<file path="src/hdl/vlq_source_map_line_decoder_macros.svh">
// ----------------------------------------------------------------------------
// VLQ source-map line decoder assertion macros
// Property shorthands on the block clock with reset as the disable condition.
// ----------------------------------------------------------------------------
`ifndef VLQ_SOURCE_MAP_LINE_DECODER_MACROS_SVH
`define VLQ_SOURCE_MAP_LINE_DECODER_MACROS_SVH

// Consequent must hold in the same cycle as the antecedent.
`define VLQSM_ASSERT_NOW(label, ante, cons, msg) \
	label: assert property (@(posedge clk) disable iff (!arst_n) (ante) |-> (cons)) \
		else $error(msg);

// Consequent must hold in the cycle after the antecedent.
`define VLQSM_ASSERT_NEXT(label, ante, cons, msg) \
	label: assert property (@(posedge clk) disable iff (!arst_n) (ante) |=> (cons)) \
		else $error(msg);

`endif

</file>
<file path="src/hdl/vlqsm_pkg.sv">
// ----------------------------------------------------------------------------
// VLQ source-map decoder package
// Token type passed from the character classifier to the field decoder.
// ----------------------------------------------------------------------------
package vlqsm_pkg;

	localparam int unsigned DIGIT_W = 6;
	localparam int unsigned VALUE_W = 32;
	localparam int unsigned SHIFT_W = 6;
	localparam int unsigned FIELD_W = 3;
	localparam logic [SHIFT_W-1:0] SHIFT_STEP = 6'd5;

	typedef enum logic [2:0] {
		TOK_DIGIT = 3'd0,
		TOK_COMMA = 3'd1,
		TOK_SEMI  = 3'd2,
		TOK_BAD   = 3'd3,
		TOK_END   = 3'd4
	} tok_kind_t;

	typedef struct packed {
		tok_kind_t          kind;
		logic [DIGIT_W-1:0] digit;
	} token_t;

endpackage

</file>
<file path="src/hdl/vlqsm_front.sv">
// ----------------------------------------------------------------------------
// VLQ source-map decoder front end
// Classifies each byte into a base64 digit, separator, bad byte or end marker.
// ----------------------------------------------------------------------------
module vlqsm_front (
	input  logic            func,
	input  logic [7:0]      character,
	output vlqsm_pkg::token_t tok
);
	import vlqsm_pkg::*;

	localparam logic [7:0] CHAR_SEMI  = 8'h3B;
	localparam logic [7:0] CHAR_COMMA = 8'h2C;
	localparam logic [7:0] CHAR_PLUS  = 8'h2B;
	localparam logic [7:0] CHAR_SLASH = 8'h2F;

	logic [7:0] value;

	always_comb begin
		value = 8'd0;
		tok.kind = TOK_BAD;
		case (character) inside
			[8'h41:8'h5A]: begin
				value = character - 8'h41;
				tok.kind = TOK_DIGIT;
			end
			[8'h61:8'h7A]: begin
				value = character - 8'd71;
				tok.kind = TOK_DIGIT;
			end
			[8'h30:8'h39]: begin
				value = character + 8'd4;
				tok.kind = TOK_DIGIT;
			end
			CHAR_PLUS: begin
				value = 8'd62;
				tok.kind = TOK_DIGIT;
			end
			CHAR_SLASH: begin
				value = 8'd63;
				tok.kind = TOK_DIGIT;
			end
			CHAR_SEMI: begin
				tok.kind = TOK_SEMI;
			end
			CHAR_COMMA: begin
				tok.kind = TOK_COMMA;
			end
			default: begin
				tok.kind = TOK_BAD;
			end
		endcase
		if (func) begin
			tok.kind = TOK_END;
		end
		tok.digit = value[DIGIT_W-1:0];
	end

endmodule

</file>
<file path="src/hdl/vlqsm_queue.sv">
// ----------------------------------------------------------------------------
// VLQ source-map decoder token queue
// Small first-in first-out buffer between the classifier and the decoder.
// ----------------------------------------------------------------------------
module vlqsm_queue #(
	parameter int unsigned DEPTH = 4
) (
	input  logic                       clk,
	input  logic                       arst_n,
	input  logic                       push,
	input  vlqsm_pkg::token_t          push_data,
	output logic                       full,
	input  logic                       pop,
	output logic                       pop_valid,
	output vlqsm_pkg::token_t          pop_data,
	output logic [$clog2(DEPTH+1)-1:0] count
);
	import vlqsm_pkg::*;

	localparam int unsigned PTR_W = $clog2(DEPTH);
	localparam int unsigned CNT_W = $clog2(DEPTH + 1);
	localparam logic [PTR_W-1:0] LAST_PTR = PTR_W'(DEPTH - 1);

	token_t            entry_q [DEPTH];
	logic [PTR_W-1:0]  wr_ptr_q;
	logic [PTR_W-1:0]  rd_ptr_q;
	logic [CNT_W-1:0]  count_q;

	assign full      = (count_q == CNT_W'(DEPTH));
	assign pop_valid = (count_q != '0);
	assign pop_data  = entry_q[rd_ptr_q];
	assign count     = count_q;

	always_ff @(posedge clk) begin
		if (push) begin
			entry_q[wr_ptr_q] <= push_data;
		end
	end

	always_ff @(posedge clk or negedge arst_n) begin
		if (!arst_n) begin
			wr_ptr_q <= '0;
			rd_ptr_q <= '0;
			count_q  <= '0;
		end else begin
			if (push) begin
				wr_ptr_q <= (wr_ptr_q == LAST_PTR) ? '0 : wr_ptr_q + PTR_W'(1);
			end
			if (pop) begin
				rd_ptr_q <= (rd_ptr_q == LAST_PTR) ? '0 : rd_ptr_q + PTR_W'(1);
			end
			count_q <= count_q + CNT_W'(push) - CNT_W'(pop);
		end
	end

endmodule

</file>
<file path="src/hdl/vlqsm_back.sv">
// ----------------------------------------------------------------------------
// VLQ source-map decoder back end
// Assembles VLQ fields, tracks segments and the running source line, and
// holds the result register toward the output channel.
// ----------------------------------------------------------------------------
module vlqsm_back (
	input  logic              clk,
	input  logic              arst_n,
	input  logic              tok_valid,
	input  vlqsm_pkg::token_t tok,
	output logic              tok_pop,
	input  logic              out_stall,
	output logic              out_valid,
	output logic [31:0]       source_line,
	output logic              error,
	output logic              last
);
	import vlqsm_pkg::*;

	logic                failed_q;
	logic [VALUE_W-1:0]  acc_q;
	logic [SHIFT_W-1:0]  shift_q;
	logic                cont_q;
	logic [FIELD_W-1:0]  fields_q;
	logic [VALUE_W-1:0]  run_q;
	logic [VALUE_W-1:0]  run_p1_q;
	logic [VALUE_W-1:0]  first_q;
	logic                has_first_q;
	logic                add_pend_q;
	logic [VALUE_W-1:0]  delta_q;

	logic                out_valid_q;
	logic [VALUE_W-1:0]  line_q;
	logic                error_q;
	logic                last_q;

	logic [VALUE_W-1:0]  acc_next;
	logic [SHIFT_W-1:0]  shift_next;
	logic [FIELD_W-1:0]  fields_inc;
	logic [VALUE_W-1:0]  mag;
	logic [VALUE_W-1:0]  delta_next;
	logic [VALUE_W-1:0]  run_sum;
	logic [VALUE_W-1:0]  run_sum_p1;
	logic [VALUE_W-1:0]  run_eff;
	logic [VALUE_W-1:0]  run_p1_eff;
	logic                end_err;
	logic                mid_segment;

	assign tok_pop     = tok_valid && (!out_valid_q || !out_stall);
	assign out_valid   = out_valid_q;
	assign source_line = line_q;
	assign error       = error_q;
	assign last        = last_q;

	always_comb begin
		acc_next   = acc_q;
		shift_next = shift_q;
		if (!shift_q[SHIFT_W-1]) begin
			acc_next   = acc_q | (VALUE_W'(tok.digit[DIGIT_W-2:0]) << shift_q[SHIFT_W-2:0]);
			shift_next = shift_q + SHIFT_STEP;
		end
		mag        = acc_next >> 1;
		delta_next = acc_next[0] ? (~mag + VALUE_W'(1)) : mag;
		fields_inc = fields_q + FIELD_W'(1);
		run_sum    = run_q + delta_q;
		run_sum_p1 = run_q + delta_q + VALUE_W'(1);
		run_eff    = add_pend_q ? run_sum : run_q;
		run_p1_eff = add_pend_q ? run_sum_p1 : run_p1_q;
		mid_segment = (fields_q == FIELD_W'(2)) || (fields_q == FIELD_W'(3));
		end_err    = failed_q || cont_q || mid_segment;
	end

	always_ff @(posedge clk) begin
		if (tok_pop && !failed_q && tok.kind == TOK_DIGIT && !tok.digit[DIGIT_W-1]
				&& fields_inc == FIELD_W'(3)) begin
			delta_q <= delta_next;
		end
	end

	always_ff @(posedge clk or negedge arst_n) begin
		if (!arst_n) begin
			failed_q    <= 1'b0;
			acc_q       <= '0;
			shift_q     <= '0;
			cont_q      <= 1'b0;
			fields_q    <= '0;
			run_q       <= '0;
			run_p1_q    <= VALUE_W'(1);
			first_q     <= '0;
			has_first_q <= 1'b0;
			add_pend_q  <= 1'b0;
			out_valid_q <= 1'b0;
			line_q      <= '0;
			error_q     <= 1'b0;
			last_q      <= 1'b0;
		end else begin
			add_pend_q <= 1'b0;
			run_q      <= run_eff;
			run_p1_q   <= run_p1_eff;
			if (out_valid_q && !out_stall) begin
				out_valid_q <= 1'b0;
			end
			if (tok_pop) begin
				if (tok.kind == TOK_END) begin
					out_valid_q <= 1'b1;
					error_q     <= end_err;
					last_q      <= 1'b1;
					line_q      <= (!end_err && has_first_q) ? first_q : '0;
					failed_q    <= 1'b0;
					acc_q       <= '0;
					shift_q     <= '0;
					cont_q      <= 1'b0;
					fields_q    <= '0;
					run_q       <= '0;
					run_p1_q    <= VALUE_W'(1);
					first_q     <= '0;
					has_first_q <= 1'b0;
				end else if (!failed_q) begin
					if (cont_q || tok.kind == TOK_DIGIT) begin
						if (tok.kind != TOK_DIGIT) begin
							failed_q <= 1'b1;
						end else begin
							cont_q <= tok.digit[DIGIT_W-1];
							if (tok.digit[DIGIT_W-1]) begin
								acc_q   <= acc_next;
								shift_q <= shift_next;
							end else begin
								acc_q    <= '0;
								shift_q  <= '0;
								fields_q <= (fields_inc >= FIELD_W'(5)) ? '0 : fields_inc;
								if (fields_inc == FIELD_W'(3)) begin
									add_pend_q <= 1'b1;
								end
								if (fields_inc == FIELD_W'(4) && !has_first_q
										&& !run_eff[VALUE_W-1]) begin
									first_q     <= run_p1_eff;
									has_first_q <= 1'b1;
								end
							end
						end
					end else begin
						case (tok.kind)
							TOK_COMMA, TOK_SEMI: begin
								if (mid_segment) begin
									failed_q <= 1'b1;
								end else begin
									fields_q <= '0;
									if (tok.kind == TOK_SEMI) begin
										out_valid_q <= 1'b1;
										error_q     <= 1'b0;
										last_q      <= 1'b0;
										line_q      <= has_first_q ? first_q : '0;
										has_first_q <= 1'b0;
										first_q     <= '0;
									end
								end
							end
							default: begin
								failed_q <= 1'b1;
							end
						endcase
					end
				end
			end
		end
	end

endmodule

</file>
<file path="src/hdl/vlq_source_map_line_decoder.sv">
// ----------------------------------------------------------------------------
// VLQ source-map line decoder
// Decodes a base64 VLQ mappings string and reports the first mapped source
// line of each generated line.
// ----------------------------------------------------------------------------
//   channel   handshake            payload
//   in        in_valid / in_stall  func, character
//   out       out_valid / out_stall source_line, error, last
//
// One character is taken per cycle while in_stall is low. Each item passes
// through the token queue and then the back-end result register before its
// result sets out_valid. A result held by out_stall stops the back end;
// in_stall rises once the queue of QUEUE_DEPTH tokens is full.
// A source-line delta joins the running sum in the cycle after its field ends,
// and reset (asynchronous, active low) leaves the block ready at once.
// ----------------------------------------------------------------------------
`include "vlq_source_map_line_decoder_macros.svh"

module vlq_source_map_line_decoder #(
	parameter int unsigned QUEUE_DEPTH = 4
) (
	input  logic        clk,
	input  logic        arst_n,
	input  logic        in_valid,
	output logic        in_stall,
	input  logic        func,
	input  logic [7:0]  character,
	output logic        out_valid,
	input  logic        out_stall,
	output logic [31:0] source_line,
	output logic        error,
	output logic        last
);
	import vlqsm_pkg::*;

	localparam int unsigned CNT_W = $clog2(QUEUE_DEPTH + 1);

	token_t            front_tok;
	token_t            back_tok;
	logic              push;
	logic              full;
	logic              tok_valid;
	logic              tok_pop;
	logic [CNT_W-1:0]  q_count;

	assign in_stall = full;
	assign push     = in_valid && !full;

	vlqsm_front u_front (
		.func      (func),
		.character (character),
		.tok       (front_tok)
	);

	vlqsm_queue #(
		.DEPTH (QUEUE_DEPTH)
	) u_queue (
		.clk       (clk),
		.arst_n    (arst_n),
		.push      (push),
		.push_data (front_tok),
		.full      (full),
		.pop       (tok_pop),
		.pop_valid (tok_valid),
		.pop_data  (back_tok),
		.count     (q_count)
	);

	vlqsm_back u_back (
		.clk         (clk),
		.arst_n      (arst_n),
		.tok_valid   (tok_valid),
		.tok         (back_tok),
		.tok_pop     (tok_pop),
		.out_stall   (out_stall),
		.out_valid   (out_valid),
		.source_line (source_line),
		.error       (error),
		.last        (last)
	);

	`VLQSM_ASSERT_NOW(a_error_only_on_end, out_valid && error,
		last && source_line == 32'd0, "error result without end marker or with a line value")
	`VLQSM_ASSERT_NOW(a_queue_bound, 1'b1, q_count <= CNT_W'(QUEUE_DEPTH),
		"token queue count exceeds its depth")
	`VLQSM_ASSERT_NEXT(a_push_lands, push, q_count != '0,
		"accepted transfer did not reach the token queue")

endmodule

</file>
<file path="config.mk">
export PLATFORM = sky130hd
export DESIGN_NAME = vlq_source_map_line_decoder
export DESIGN_NICKNAME = d
export VERILOG_FILES = /design/src/hdl/vlqsm_pkg.sv /design/src/hdl/vlqsm_front.sv /design/src/hdl/vlqsm_queue.sv /design/src/hdl/vlqsm_back.sv /design/src/hdl/vlq_source_map_line_decoder.sv
export VERILOG_INCLUDE_DIRS = /design/src /design/src/hdl
export SDC_FILE = /design/constraint.sdc
export NUM_CORES = 1
export LEC_CHECK = 0
export BUFFER_PORTS_ARGS = -buffer_cell sky130_fd_sc_hd__buf_4
export CORE_MARGIN = 2
export CORE_UTILIZATION = 50
export CTS_CLUSTER_DIAMETER = 80
export DETAILED_ROUTE_END_ITERATION = 8
export GPL_TIMING_DRIVEN = 0
export PLACE_DENSITY = 0.77
export SKIP_LAST_GASP = 1
export SLEW_MARGIN = 30
export SYNTH_ARGS = -nofsm -noshare
export SYNTH_HDL_FRONTEND = slang
export SYNTH_SLANG_ARGS = --single-unit
</file>
<file path="constraint.sdc">
create_clock -name clk -period 15.9 [get_ports clk]
set_input_delay 2.385 -clock clk [delete_from_list [all_inputs] [get_ports clk]]
set_output_delay 2.385 -clock clk [all_outputs]
set_load 0.02 [all_outputs]
</file>
# ---- Yosys cells after proc, flatten, opt, wreduce, memory -nomap -nowiden
# Memories as Yosys holds them, arrays and structs flattened.
# Cells that the tools add are included.
dict set report word_totals {
  reg_bits 215
  mem_bits_rw 36
  output_inout_bits 36
  mem_count 1
}
dict set report op_classes {
  add_sub_neg 12
  order_cmp 7
  n_eq_ne 23
  n_shift 1
  n_mux 99
  n_bitwise 2
  reduce_logical 40
}
# name words word_bits read_ports rd_ports_with_merged_regs wr line
set memory_table {}
lappend memory_table {u_queue.entry_q 4 9 1 0 1 vlqsm_queue.sv:24} ;# token_t entry_q [DEPTH];
# cell n
set ops {}
lappend ops {{32-bit two-way mux} 29}
lappend ops {{6-bit two-way mux} 11}
lappend ops {{32-bit by 1-bit adder with 32-bit output, second input constant} 2}
lappend ops {{3-bit two-way mux} 15}
lappend ops {{1-bit two-way mux} 40}
lappend ops {{32-bit adder} 1}
lappend ops {{8-bit by 6-bit == test with 1-bit output, second input constant} 4}
lappend ops {{31-bit NOT with 32-bit output} 1}
lappend ops {{32-bit bitwise OR} 1}
lappend ops {{5-bit by 5-bit left shift with 32-bit output} 1}
lappend ops {{31-bit two-way mux} 1}
lappend ops {{8-bit by 7-bit >= comparator with 1-bit output, second input constant} 2}
lappend ops {{8-bit by 7-bit less-or-equal comparator with 1-bit output, second input constant} 2}
lappend ops {{1-bit logical AND} 13}
lappend ops {{6-bit by 3-bit adder with 6-bit output, second input constant} 2}
lappend ops {{3-bit by 2-bit == test with 1-bit output, second input constant} 4}
lappend ops {{6-bit AND reduction} 2}
lappend ops {{3-bit nonzero test} 4}
lappend ops {{3-bit == test, second input constant} 3}
lappend ops {{3-bit inequality test, second input constant} 3}
lappend ops {{8-bit by 6-bit >= comparator with 1-bit output, second input constant} 1}
lappend ops {{8-bit by 6-bit less-or-equal comparator with 1-bit output, second input constant} 1}
lappend ops {{1-bit logical NOT} 8}
lappend ops {{8-bit AND reduction} 1}
lappend ops {{19 further kinds} 32}

# ---- Longest topological paths before layout
dict set report logic_depth {
  word_depth 10
  depth_mapped 14
  ltp_nobuf 12
}

# ---- By module
# From an unflattened synthesis, not the netlist that was laid out.
dict set report unflattened {
  hier_cells 1498
  hier_area_um2 14493.9
}
# mod instances cells_per_inst area_per_inst_um2 seq_area_each_um2
set by_module_without_submodules {}
lappend by_module_without_submodules {vlqsm_back 1 1332 12145.4 5366.4}
lappend by_module_without_submodules {vlqsm_queue 1 83 1714.1 1256.2}
lappend by_module_without_submodules {vlqsm_front 1 82 620.6 0.0}
lappend by_module_without_submodules {vlq_source_map_line_decoder 1 1 13.8 0.0}

# ---- Worst setup path before layout
# Ideal clock, no wire load.
dict set report synth_timing {
  kind {in2reg}
  start {input out_stall}
  end {register u_back.delta_q[0], enable pin}
  setup_ps 501
  arrival_time_ps 6025
  required_time_ps 15399
  path_slack_ps 9374
  cell_stages 5
  path_cell_list {nand2_1 o31ai_1 inv_1 nand2_1 nor4_1}
}
dict set report synth_between {
  elab_chain_len 7
}
# element line
set synth_rtl {}
lappend synth_rtl {{from (decl)} vlq_source_map_line_decoder.sv:29} ;# input logic out_stall,
lappend synth_rtl {{1-bit logical NOT} vlqsm_back.sv:49} ;# assign tok_pop = tok_valid && (!out_valid_q || !out_stall);
lappend synth_rtl {{1-bit logical OR} vlqsm_back.sv:49}
lappend synth_rtl {{1-bit logical AND} vlqsm_back.sv:49}
lappend synth_rtl {{via tok_pop} vlq_source_map_line_decoder.sv:43} ;# logic tok_pop;
lappend synth_rtl {{1-bit logical AND (3 in series)} vlqsm_back.sv:74} ;# if (tok_pop && !failed_q && tok.kind == TOK_DIGIT && !tok.digit[DIGIT_W-1]
lappend synth_rtl {{1-bit logical AND} vlqsm_back.sv:75} ;# && fields_inc == FIELD_W'(3)) begin
lappend synth_rtl {{to (signal assigned)} vlqsm_back.sv:76} ;# delta_q <= delta_next;
lappend synth_rtl {{to (decl)} vlqsm_back.sv:30} ;# logic [VALUE_W-1:0] delta_q;
# The timed path passes the listed nets, and every way through them passes these cells.
# A chain may end at the register's enable or synchronous reset.

# ---- Worst setup path after layout
dict set report layout_timing {
  start {input out_stall}
  end {register u_back.acc_q[26]}
}
dict set report layout_between {
  elab_chain_len 4
}
# element line
set layout_rtl {}
lappend layout_rtl {{1-bit logical NOT} vlqsm_back.sv:49}
lappend layout_rtl {{1-bit logical OR} vlqsm_back.sv:49}
lappend layout_rtl {{1-bit logical AND} vlqsm_back.sv:49}
lappend layout_rtl {{via tok_pop} vlq_source_map_line_decoder.sv:43}
lappend layout_rtl {{4-bit AND reduction (no source line)} --}
lappend layout_rtl {{to (signal assigned)} vlqsm_back.sv:125} ;# acc_q <= acc_next;
lappend layout_rtl {{to (decl)} vlqsm_back.sv:21} ;# logic [VALUE_W-1:0] acc_q;
# The timed path passes the listed nets, and every way through them passes these cells.

==> results.md <==
- Status: finished, final reports clean
- RSZ-0062 raised after global routing: no
- Die Wd: 173 µm
- Post_cts resized: 0
- Clk pwr share: 0.197
- Pin count of the biggest net entering global routing: 85
- Critical path arrival: 5060 ps
- Post-route insts no fill: 1,919
- # diodes: 0
- Core ar.: 0.0285 mm²
- Share of cells above drive strength 1: 0.102
- Most area-consuming cells after synthesis: dfrtp_1 (32%), edfxtp_1 (14%), ha_1 (4.9%)
- Routed WL per cell: 18.5 µm
- Placed instance count: 1,873
- Tot Pwr: 2.99 mW
- Max-cap viol count: 0
- Post-synth top area share: 0.317
- Cell Chain, Critical Path: buf_4, nand2_1, o31ai_1, inv_1, nand2_1, o21bai_1, inv_1, nand2_1, clkbuf_1, a21boi_0
- Synth Cell Area: 0.0143 mm²
- Synth area leader: dfrtp_1
- Sequential area share after synthesis: 0.462
- Post-CTS Setup Inserts: 0
- CP top delay family: buffers and inverters
- CP Launch Type: input pin
- GR Overflow Total: 0
- H-tree levels: 1
- Worst reg2reg path startpoint: u_back.delta_q[0]
- Net Switching: 1.29 mW
- Vias in the first global route: 11,400
- Fmax achieved: 0.213 GHz
- Top post-synthesis cells by count: dfrtp_1 (182), nand2_1 (152), nor2_1 (133)
- Post-Route WL: 35.4 mm
- CTS Buf Count: 26
- Crit path depth: 10
- Comb power frac: 0.499
- Leakage power: 6.83 nW
- Hold Path Class: reg2reg
- Hold_ws: 477 ps
- Cells after synthesis: 1,435
- Reg2Reg Depth: 12
- Final setup fails: 0
- Die area: 0.0301 mm²
- Worst-skew pair later-pin latency: 530 ps
- Async set-reset flop share out of synthesis: 0.729
- CP startpoint: out_stall
- Fin Clk Skew: 13.1 ps
- Critical Path Max Stage Delay: 450 ps
- Worst slack, placed: 10,680 ps
- Clock Tree Buf Depth: 3
- Hpwl dp: 27.2 mm
- R2R setup slack: 11,330 ps
- Min Tclk post-route: 4690 ps
- Period utilisation layout: 0.295
- CTS tree: yes
- Routed Antenna Nets: 0
- P per Cell Area: 186 mW/mm²
- Max Slew Vio Count: 0
- Initial core utilization: 0.504
- CP max FO: 10
- Switch share: 0.430
- Syn_area_per_cell: 10.0 µm²
- Post-DP Area: 0.0153 mm²
- Final nets: 1,588
- Worst Path Required: 16,270 ps
- Gr usage total: 0.237
- Design area: 0.0161 mm²
- Crit path capture: u_back.acc_q[26]
- Fin. Hold Viols: 0
- Die span in y: 173 µm
- Most frequent cell after synthesis: dfrtp_1
- # rows: 62
- Slew headroom: 0.351
- IO Count: 49
- Critical path class: in2reg
- DRC violations left: 0
- Part of the power in registers: 0.304
- Sink Count: 251
- Via count: 11,400
- Distinct cells, synth: 94
- Gpl congestion: 0.923
- Initial drt markers: 876
- TNS Setup: 0 ps
- Worst-path clk slew: 60 ps
- Top_reg_cell synth: dfrtp_1
- Syn nets: 1,506
- #FFs+latches synth: 251
- First-pass DRT Iterations: 5
- Most used cell, CP: nand2_1
- PortBufs: 47
- First-pass GRT wire length: 58.6 mm
- CTS root buf: clkbuf_16
- Peak supply drop: 0.0960 mV
- Slack of the critical path: 11,210 ps
- Worst Tran Pin Value: 973 ps
- Int Pwr: 1.70 mW
- Vias per std cell: 5.95
- Setup crit end kind: flop
- Post-synth EDFFs: 68
- Worst Path Buf+Inv: 4
- Initial antenna violation count: 0
- Slowest CP cell: clkbuf_1
- Util after Layout: 0.566
- Hold Path Origin: u_back.first_q[1]
- Yosys warns: 0
- CTS Hold Bufs: 0
- P&R area growth vs syn: 12.3%
[worst min-delay path, stage by stage, from the launching register on]
cell and delay (ps):
dfrtp_1 340, nand2_1 50, o31ai_1 50
[sequential cells by signal (all words and copies together) (netlist names), 6 cells and up, named ones only]
signal / flops
u_back.acc_q: 32
u_back.delta_q: 32
u_back.first_q: 32
u_back.run_p1_q: 18
u_back.run_q: 32
u_back.shift_q: 6
u_back.source_line: 32
u_queue.entry_q: 36
[placed cells by master (no fill, tap or decap), types with 7 or more instances in the layout]
cell	netlist	layout
or3_1	10	10
a21o_1	17	17
nor3_1	29	28
o21ai_0	44	43
a41oi_1	8	8
o211ai_1	10	10
and3_1	19	19
inv_1	38	38
mux4_2	11	11
nand4_1	14	14
edfxtp_1	68	68
xnor2_1	54	54
clkbuf_16	0	27
or4_1	7	7
o21ai_1	7	8
mux2i_1	40	40
nand3_1	25	25
xor2_1	17	17
a211oi_1	14	14
and4_1	11	11
nand2_1	152	152
ha_1	56	56
a31o_2	9	9
clkbuf_1	60	66
o31ai_1	31	31
nor4_1	9	7
a22o_1	38	38
a211o_1	7	7
nor2_1	133	133
o21a_1	7	7
or2_2	8	8
a21oi_1	126	126
and2_1	28	28
dfrtp_1	182	182
buf_4	0	46
buf_2	2	7
a31oi_1	17	17
nor2b_1	12	12
[worst min path at each step]
stage                                   endpoint  slack, ps  cells past startpoint
after floorplan               u_back.first_q[23]        440                      2
after global placement         u_back.first_q[0]        460                      2
final                          u_back.first_q[1]        480                      2
after CTS                      u_back.first_q[1]        480                      2
after global routing      u_back.source_line[12]        500                      1
after detailed placement      u_back.first_q[25]        470                      2
[layer usage]
metal  up-vias  part of all wire  routed length [µm]  global-route usage
met5         -                 0                   0                   0
met4         0             0.036                1270              0.0865
met3        79             0.043                1520              0.0296
met2       312              0.48               17100               0.400
met1      5535              0.44               15500               0.316
li1       5485                 -                   -                   -
[power by group through the flow]
stage / clock, mW / sequential [mW] / combinational [mW]
2_1_floorplan: 0 / 0.898 / 1.10
3_3_place_gp: 0 / 0.912 / 1.43
3_5_place_dp: 0 / 0.920 / 1.47
4_1_cts: 0.601 / 0.909 / 1.48
5_1_grt: 0.630 / 0.925 / 1.65
6_report: 0.590 / 0.910 / 1.49
[final cells by class]
cell class                 count  area [µm²]
buffer                        68         265
clock buffer                  33         698
clock inverter                13         131
fill                        2426       12400
inverter                      39         146
multi-input combinational   1077        7330
sequential                   251        6620
tap                          384         480
timing repair buffer          54         440
[cells by family (layout without fill, tap and decap cells)]
logic type / after synthesis / in the layout / share of synthesized area
buffers and inverters: 107 / 207 / 0.0287
AOI/OAI and AO/OA: 397 / 397 / 0.189
muxes: 58 / 58 / 0.0509
DFF: 251 / 251 / 0.462
adders and majority gates: 58 / 58 / 0.0516
xor gates and xnor gates: 72 / 72 / 0.0453
and+or+nand+nor: 492 / 492 / 0.173
No activity file was read; power rests on OpenSTA's default activity.
